### src/sv/nlf_pkg.sv
// ----------------------------------------------------------------------------
// nlf_pkg
// Shared types and constants of the newline-delimited line framer.
// ----------------------------------------------------------------------------
package nlf_pkg;

  localparam logic [7:0] LF_BYTE = 8'h0A;
  localparam logic [7:0] CR_BYTE = 8'h0D;

  localparam logic [1:0] KIND_BYTE      = 2'd0;
  localparam logic [1:0] KIND_END       = 2'd1;
  localparam logic [1:0] KIND_FINISH_OK = 2'd2;
  localparam logic [1:0] KIND_ERROR     = 2'd3;

  localparam logic [1:0] ERR_NONE      = 2'd0;
  localparam logic [1:0] ERR_TOO_LARGE = 2'd1;
  localparam logic [1:0] ERR_EMPTY     = 2'd2;
  localparam logic [1:0] ERR_PARTIAL   = 2'd3;

  localparam logic       REQ_DATA   = 1'b0;
  localparam logic       REQ_FINISH = 1'b1;

  localparam logic [15:0] MAX_LINE_RESET = 16'd4096;
  localparam int unsigned NLF_QUEUE_DEPTH = 2;

  // One queue entry: the results caused by one input transaction.
  typedef struct packed {
    logic       pre_cr;
    logic [1:0] kind;
    logic [7:0] data;
    logic [1:0] code;
  } nlf_cmd_t;

endpackage

### src/sv/nlf_front.sv
// ----------------------------------------------------------------------------
// nlf_front
// Accepts input transactions, tracks line state and classifies each item.
// ----------------------------------------------------------------------------
module nlf_front (
  input  logic              clk_i,
  input  logic              rst_ni,
  input  logic [15:0]       max_line_i,
  input  logic              in_valid_i,
  output logic              in_ready_o,
  input  logic              req_type_i,
  input  logic [7:0]        data_byte_i,
  input  logic              q_full_i,
  output logic              push_o,
  output nlf_pkg::nlf_cmd_t cmd_o
);
  import nlf_pkg::*;

  logic [1:0]  sticky_q, sticky_d;
  logic [15:0] count_q, count_d;
  logic        cr_q, cr_d;
  logic        accept;
  logic        emit;

  assign in_ready_o = !q_full_i;
  assign accept     = in_valid_i && !q_full_i;
  assign push_o     = accept && emit;

  always_comb begin
    sticky_d = sticky_q;
    count_d  = count_q;
    cr_d     = cr_q;
    emit     = 1'b1;
    cmd_o    = '{pre_cr: 1'b0, kind: KIND_BYTE, data: 8'h00, code: ERR_NONE};
    if (sticky_q != ERR_NONE) begin
      cmd_o.kind = KIND_ERROR;
      cmd_o.code = sticky_q;
    end else if (req_type_i == REQ_FINISH) begin
      if (count_q != '0) begin
        sticky_d   = ERR_PARTIAL;
        cmd_o.kind = KIND_ERROR;
        cmd_o.code = ERR_PARTIAL;
      end else begin
        cmd_o.kind = KIND_FINISH_OK;
      end
    end else if (data_byte_i == LF_BYTE) begin
      count_d = '0;
      cr_d    = 1'b0;
      if (count_q == '0 || (count_q == 16'd1 && cr_q)) begin
        sticky_d   = ERR_EMPTY;
        cmd_o.kind = KIND_ERROR;
        cmd_o.code = ERR_EMPTY;
      end else begin
        cmd_o.kind = KIND_END;
      end
    end else if (count_q >= max_line_i) begin
      sticky_d   = ERR_TOO_LARGE;
      cmd_o.kind = KIND_ERROR;
      cmd_o.code = ERR_TOO_LARGE;
    end else begin
      count_d = count_q + 16'd1;
      if (cr_q) begin
        if (data_byte_i == CR_BYTE) begin
          cmd_o.data = CR_BYTE;
        end else begin
          cmd_o.pre_cr = 1'b1;
          cmd_o.data   = data_byte_i;
          cr_d         = 1'b0;
        end
      end else if (data_byte_i == CR_BYTE) begin
        cr_d = 1'b1;
        emit = 1'b0;
      end else begin
        cmd_o.data = data_byte_i;
      end
    end
  end

  always_ff @(posedge clk_i or negedge rst_ni) begin
    if (!rst_ni) begin
      sticky_q <= ERR_NONE;
      count_q  <= '0;
      cr_q     <= 1'b0;
    end else if (accept) begin
      sticky_q <= sticky_d;
      count_q  <= count_d;
      cr_q     <= cr_d;
    end
  end

endmodule

### src/sv/nlf_queue.sv
// ----------------------------------------------------------------------------
// nlf_queue
// Small first-in first-out queue of classified items between front and back.
// ----------------------------------------------------------------------------
module nlf_queue #(
  parameter int unsigned Depth = nlf_pkg::NLF_QUEUE_DEPTH
) (
  input  logic              clk_i,
  input  logic              rst_ni,
  input  logic              push_i,
  input  nlf_pkg::nlf_cmd_t push_data_i,
  output logic              full_o,
  input  logic              pop_i,
  output logic              empty_o,
  output nlf_pkg::nlf_cmd_t head_o
);
  import nlf_pkg::*;

  localparam int unsigned PtrW = (Depth > 1) ? $clog2(Depth) : 1;
  localparam int unsigned CntW = $clog2(Depth + 1);
  localparam logic [PtrW-1:0] LastPtr = PtrW'(Depth - 1);
  localparam logic [CntW-1:0] FullCnt = CntW'(Depth);

  nlf_cmd_t        mem_q [Depth];
  logic [PtrW-1:0] wr_ptr_q, rd_ptr_q;
  logic [CntW-1:0] cnt_q;

  assign full_o  = (cnt_q == FullCnt);
  assign empty_o = (cnt_q == '0);
  assign head_o  = mem_q[rd_ptr_q];

  always_ff @(posedge clk_i) begin
    if (push_i) begin
      mem_q[wr_ptr_q] <= push_data_i;
    end
  end

  always_ff @(posedge clk_i or negedge rst_ni) begin
    if (!rst_ni) begin
      wr_ptr_q <= '0;
      rd_ptr_q <= '0;
      cnt_q    <= '0;
    end else begin
      if (push_i) begin
        wr_ptr_q <= (wr_ptr_q == LastPtr) ? '0 : wr_ptr_q + 1'b1;
      end
      if (pop_i) begin
        rd_ptr_q <= (rd_ptr_q == LastPtr) ? '0 : rd_ptr_q + 1'b1;
      end
      if (push_i && !pop_i) begin
        cnt_q <= cnt_q + 1'b1;
      end else if (pop_i && !push_i) begin
        cnt_q <= cnt_q - 1'b1;
      end
    end
  end

endmodule

### src/sv/nlf_back.sv
// ----------------------------------------------------------------------------
// nlf_back
// Expands queued items into result transactions held in an output register.
// ----------------------------------------------------------------------------
module nlf_back (
  input  logic              clk_i,
  input  logic              rst_ni,
  input  logic              empty_i,
  input  nlf_pkg::nlf_cmd_t head_i,
  output logic              pop_o,
  output logic              out_valid_o,
  input  logic              out_ready_i,
  output logic [1:0]        kind_o,
  output logic [7:0]        out_byte_o,
  output logic [1:0]        error_code_o,
  output logic              last_o
);
  import nlf_pkg::*;

  logic       valid_q;
  logic       cr_done_q;
  logic [1:0] kind_q;
  logic [7:0] byte_q;
  logic [1:0] code_q;
  logic       last_q;
  logic       load;
  logic       send_cr;

  assign load    = !empty_i && (!valid_q || out_ready_i);
  assign send_cr = head_i.pre_cr && !cr_done_q;
  assign pop_o   = load && !send_cr;

  assign out_valid_o  = valid_q;
  assign kind_o       = kind_q;
  assign out_byte_o   = byte_q;
  assign error_code_o = code_q;
  assign last_o       = last_q;

  always_ff @(posedge clk_i or negedge rst_ni) begin
    if (!rst_ni) begin
      valid_q   <= 1'b0;
      cr_done_q <= 1'b0;
    end else if (load) begin
      valid_q   <= 1'b1;
      cr_done_q <= send_cr;
    end else if (out_ready_i) begin
      valid_q <= 1'b0;
    end
  end

  always_ff @(posedge clk_i) begin
    if (load) begin
      if (send_cr) begin
        kind_q <= KIND_BYTE;
        byte_q <= CR_BYTE;
        code_q <= ERR_NONE;
        last_q <= 1'b0;
      end else begin
        kind_q <= head_i.kind;
        byte_q <= head_i.data;
        code_q <= head_i.code;
        last_q <= 1'b1;
      end
    end
  end

endmodule

### src/sv/ndjson_line_framer_unit.sv
// ----------------------------------------------------------------------------
// ndjson_line_framer_unit
// Splits a byte stream into LF-terminated lines, dropping a CR before LF.
// ----------------------------------------------------------------------------
// Channel   Direction  Contents
// s_axis    in         tuser[0] req_type, tdata[7:0] data_byte
// m_axis    out        tuser[1:0] kind, tdata[7:0] out_byte,
//                      tdata[9:8] error_code, tlast last
// cfg       in         cfg_wdata[15:0] max_line_bytes
//
// One input transaction is taken per cycle while the queue is not full. A
// byte that releases a held CR gives two results, and the queue absorbs the
// extra one. Results pass through the queue and then the output register.
// Reset clears the line state, the error and the queue, and loads the limit
// with 4096. Either side may stall without losing anything.
// ----------------------------------------------------------------------------
module ndjson_line_framer_unit #(
  parameter int unsigned QueueDepth = nlf_pkg::NLF_QUEUE_DEPTH
) (
  input  logic        clk_i,
  input  logic        rst_ni,
  input  logic        s_axis_tvalid,
  output logic        s_axis_tready,
  input  logic [7:0]  s_axis_tdata,  // [7:0] data_byte
  input  logic        s_axis_tuser,  // [0] req_type
  output logic        m_axis_tvalid,
  input  logic        m_axis_tready,
  output logic [15:0] m_axis_tdata,  // [7:0] out_byte, [9:8] error_code
  output logic [1:0]  m_axis_tuser,  // [1:0] kind
  output logic        m_axis_tlast,
  input  logic        cfg_valid,
  output logic        cfg_ready,
  input  logic [15:0] cfg_wdata      // [15:0] max_line_bytes
);
  import nlf_pkg::*;

  logic [15:0] max_line_q;
  logic        q_full, q_empty, push, pop;
  nlf_cmd_t    cmd, head;
  logic [7:0]  out_byte;
  logic [1:0]  error_code;

  assign cfg_ready = 1'b1;

  always_ff @(posedge clk_i or negedge rst_ni) begin
    if (!rst_ni) begin
      max_line_q <= MAX_LINE_RESET;
    end else if (cfg_valid) begin
      max_line_q <= cfg_wdata;
    end
  end

  nlf_front u_front (
    .clk_i       (clk_i),
    .rst_ni      (rst_ni),
    .max_line_i  (max_line_q),
    .in_valid_i  (s_axis_tvalid),
    .in_ready_o  (s_axis_tready),
    .req_type_i  (s_axis_tuser),
    .data_byte_i (s_axis_tdata),
    .q_full_i    (q_full),
    .push_o      (push),
    .cmd_o       (cmd)
  );

  nlf_queue #(
    .Depth (QueueDepth)
  ) u_queue (
    .clk_i       (clk_i),
    .rst_ni      (rst_ni),
    .push_i      (push),
    .push_data_i (cmd),
    .full_o      (q_full),
    .pop_i       (pop),
    .empty_o     (q_empty),
    .head_o      (head)
  );

  nlf_back u_back (
    .clk_i        (clk_i),
    .rst_ni       (rst_ni),
    .empty_i      (q_empty),
    .head_i       (head),
    .pop_o        (pop),
    .out_valid_o  (m_axis_tvalid),
    .out_ready_i  (m_axis_tready),
    .kind_o       (m_axis_tuser),
    .out_byte_o   (out_byte),
    .error_code_o (error_code),
    .last_o       (m_axis_tlast)
  );

  assign m_axis_tdata = {6'b0, error_code, out_byte};

endmodule

### config.mk
export PLATFORM = sky130hd
export DESIGN_NAME = ndjson_line_framer_unit
export DESIGN_NICKNAME = d
export VERILOG_FILES = /design/src/sv/nlf_pkg.sv /design/src/sv/nlf_front.sv /design/src/sv/nlf_queue.sv /design/src/sv/nlf_back.sv /design/src/sv/ndjson_line_framer_unit.sv
export SDC_FILE = /design/constraint.sdc
export NUM_CORES = 1
export LEC_CHECK = 0
export BUFFER_PORTS_ARGS = -buffer_cell sky130_fd_sc_hd__buf_2
export CORE_MARGIN = 2
export CORE_UTILIZATION = 40
export CTS_CLUSTER_SIZE = 8
export DETAILED_ROUTE_END_ITERATION = 12
export PLACE_DENSITY = 0.64
export SLEW_MARGIN = 20
export SYNTH_ARGS = -nofsm -noshare
export SYNTH_HDL_FRONTEND = slang
export SYNTH_SLANG_ARGS = --single-unit
### constraint.sdc
create_clock -name clk_i -period 3 [get_ports clk_i]
set_clock_uncertainty 0.1 [all_clocks]
set_input_delay 0.75 -clock clk_i [delete_from_list [all_inputs] [get_ports clk_i]]
set_output_delay 0.75 -clock clk_i [all_outputs]
set_load 0.01 [all_outputs]
==> out/metrics.cfg <==
[setup_path]
path_max_fanout = 13
critPathKind = reg2reg
rr_worst_depth = 7
worst_r2r_endpoint = u_front.count_q[5]
cp.required_ns = 3.18
reg2reg_slack_ns = 0.28
cp-end-kind = flop
worstPathArrival_ns = 2.90
critPathLaunchType = flop
r2r-start = u_front.count_q[13]

[drt]
first_pass_iters = 4
routed_wl_mm = 7.38
drc = 0
drtIter0Drc = 116
ant_nets = 0
via_per_inst = 4.90
wl_per_cell_microns = 13.1
vias = 2754

[floorplan]
die_area_sq_um = 10800
core_region_area_sq_um = 9730
die_h_microns = 104
row_count = 36
die_w_microns = 104
io_pins = 52
initial_utilization = 0.409

[logic_synthesis]
ys_seq_area_frac = 0.552
yosys_most_used_dff = dfrtp_1
synth.most_common_cell = dfrtp_1
ys_top_cells_by_count = dfrtp_1 (40), edfxtp_1 (39), nand2_1 (37)
syn_area_sq_um = 3980
yosysWarnings = 0
synth_area_per_cell_sq_um = 10.8
synth_cells = 367
synth_edf_count = 39
ys_ff_latch = 80
yosysUniqueCellTypes = 48
yosysTopAreaCellShare = 0.294
synthArstFlopShare = 0.513
synth_top_area_cell = edfxtp_1
synth.top_cells.by_area = edfxtp_1 (29%), dfrtp_1 (25%), ha_1 (6.3%)

[final_layout]
area_growth_pct = 15.8
finalNonFillerCells = 562
n_antenna_cell = 0
nNetsFinal = 474
drive_above_1_share = 0.226

[cts]
cts_inserted_buffers = 9
clk_path_buf_depth = 2
htreeDepth = 3
cts.sinks = 80
clock_latency_ns = 0.36
path_clk_slew_ns = 0.09
cts-root-buf = clkbuf_8
ctsResizeCount = 0
hold_buffers = 0
postCtsSetupBuffers = 0
cts_tree = yes

[timing]
hold_viol = 0
fin_crit_ns = 2.72
slew_viol_final = 0
setup_viol_count_final = 0
max_freq_mhz = 367
tns_ns = 0
max_slew.worst_pin.slew_ns = 0.542
rsz0062_at_grt = no
relSlewSlack = 0.639
fin_crit_sh = 0.908

[placement]
dpl.cell_count = 546
dp_hpwl_mm = 5.49
gp_congestion = 0.807
io_buffers = 44

[run]
maxCapViolCount = 0

[global_routing]
antenna_found_initial = 0
grt_pass1_vias = 2737
grt_pass1_wl_mm = 12.7
globalRouteOverflowTotal = 0
grt_max_degree = 42
grt_use_total = 0.149

[outcome]
run_status = finished, final reports clean

[pwr]
ir_drop_mv = 0.264
p_per_area_nw_per_um2 = 689
p_leak_nw = 1.95

[worst_hold_path]
hp-class = in2async

[metal layers]
layer / share of wire / track usage / vias up
li1: - / - / 1397
met1: 0.45 / 0.180 / 1301
met2: 0.50 / 0.254 / 45
met3: 0.033 / 0.0321 / 11
met4: 0.019 / 0.0695 / 0
met5: 0 / 0 / -
[critical path: stages, from the launching register on]
cell and delay (ns):
dfrtp_1 0.43, ha_1 0.32, a211oi_2 0.23, nor2_1 0.10, nor4_4 0.45, nand4_2 0.36
or3_2 0.51, a21oi_1 0.16
[how the worst max path moves through the flow]
stage / start / to / slack [ns] / cells after the start
3_5_place_dp: max_line_q[12] / u_queue.mem_q[0][6] / 0.06 / 9
3_3_place_gp: max_line_q[12] / u_queue.mem_q[0][8] / 0.14 / 9
2_1_floorplan: max_line_q[12] / u_queue.mem_q[0][0] / 0.20 / 8
4_1_cts: max_line_q[12] / u_queue.mem_q[0][3] / 0.05 / 9
6_report: u_front.count_q[13] / u_front.count_q[5] / 0.28 / 7
5_1_grt: max_line_q[12] / u_queue.cnt_q[1] / 0.1 / 11
[power breakdown]
| part | switching, mW | internal (mW) | total [mW] |
|---|---|---|---|
| registers | 0.102 | 1.48 | 1.58 |
| clock network | 0.413 | 0.307 | 0.720 |
| logic | 0.489 | 0.389 | 0.878 |
| total | 1.00 | 2.17 | 3.18 |
[metrics by stage]
step	setup slack, ns	instance area (sq um)	total power, mW	utilization	hold WS (ns)
final	0.277	4610	3.18	0.474	0.267
after global placement	0.141	4420	2.47	0.454	0.391
after CTS	0.0540	4600	3.22	0.472	0.415
after floorplan	0.198	4000	2.17	-	0.354
after global routing	0.0990	4610	3.41	0.474	0.316
after detailed placement	0.0609	4420	2.49	0.454	0.396
[sequential cells by signal, indices dropped and copies added, names as in the netlist]
| name | count |
|---|---|
| u_queue.rd_ptr_q | 1 |
| u_queue.mem_q | 26 |
| u_back.error_code_o | 2 |
| u_queue.cnt_q | 2 |
| max_line_q | 16 |
| u_back.last_o | 1 |
| u_back.out_valid_o | 1 |
| u_front.sticky_q | 2 |
| u_back.kind_o | 2 |
| u_back.cr_done_q | 1 |
| u_queue.wr_ptr_q | 1 |
| u_front.cr_q | 1 |
| u_front.count_q | 16 |
| u_back.out_byte_o | 8 |
[layout make-up]
| cell class | count | area, sq um |
|---|---|---|
| multi-input cells | 249 | 1610 |
| fillers | 936 | 5120 |
| inverters | 26 | 97.6 |
| flip-flops and latches | 80 | 2200 |
| repair buffers | 58 | 353 |
| clock buffers | 9 | 124 |
| clock inverters | 7 | 55.1 |
| well taps | 133 | 166 |
[layout by cell type, fill, tap and decap left out, drive strengths merged, types with 3 or more instances in the layout]
master / netlist / layout
a2111oi: 3 / 3
a21oi: 21 / 21
and2: 6 / 6
and3: 3 / 3
buf: 11 / 58
clkbuf: 6 / 9
clkinv: 0 / 3
conb: 2 / 7
dfrtp: 40 / 40
edfxtp: 39 / 39
ha: 20 / 20
inv: 26 / 28
mux2i: 16 / 16
nand2: 37 / 37
nand2b: 4 / 4
nand3: 13 / 13
nand4: 8 / 8
nor2: 28 / 28
nor3: 6 / 6
nor4: 5 / 5
o21ai: 31 / 31
o21bai: 4 / 4
or2: 3 / 3
or3: 15 / 15
xor2: 4 / 4
[logic make-up (layout without fill, tap and decap cells)]
family / Yosys count / in the layout / share of synthesized area
buffers and inverters: 43 / 100 / 0.0497
AO/OA/AOI/OAI: 65 / 65 / 0.0956
multiplexers: 18 / 18 / 0.0459
other: 2 / 7 / 0.00189
AND/OR/NAND/NOR: 133 / 133 / 0.179
XOR/XNOR: 6 / 6 / 0.0132
flip-flops: 80 / 80 / 0.552
adder cells (fa/ha/maj): 20 / 20 / 0.0629
No activity file was read; power rests on OpenSTA's default activity.
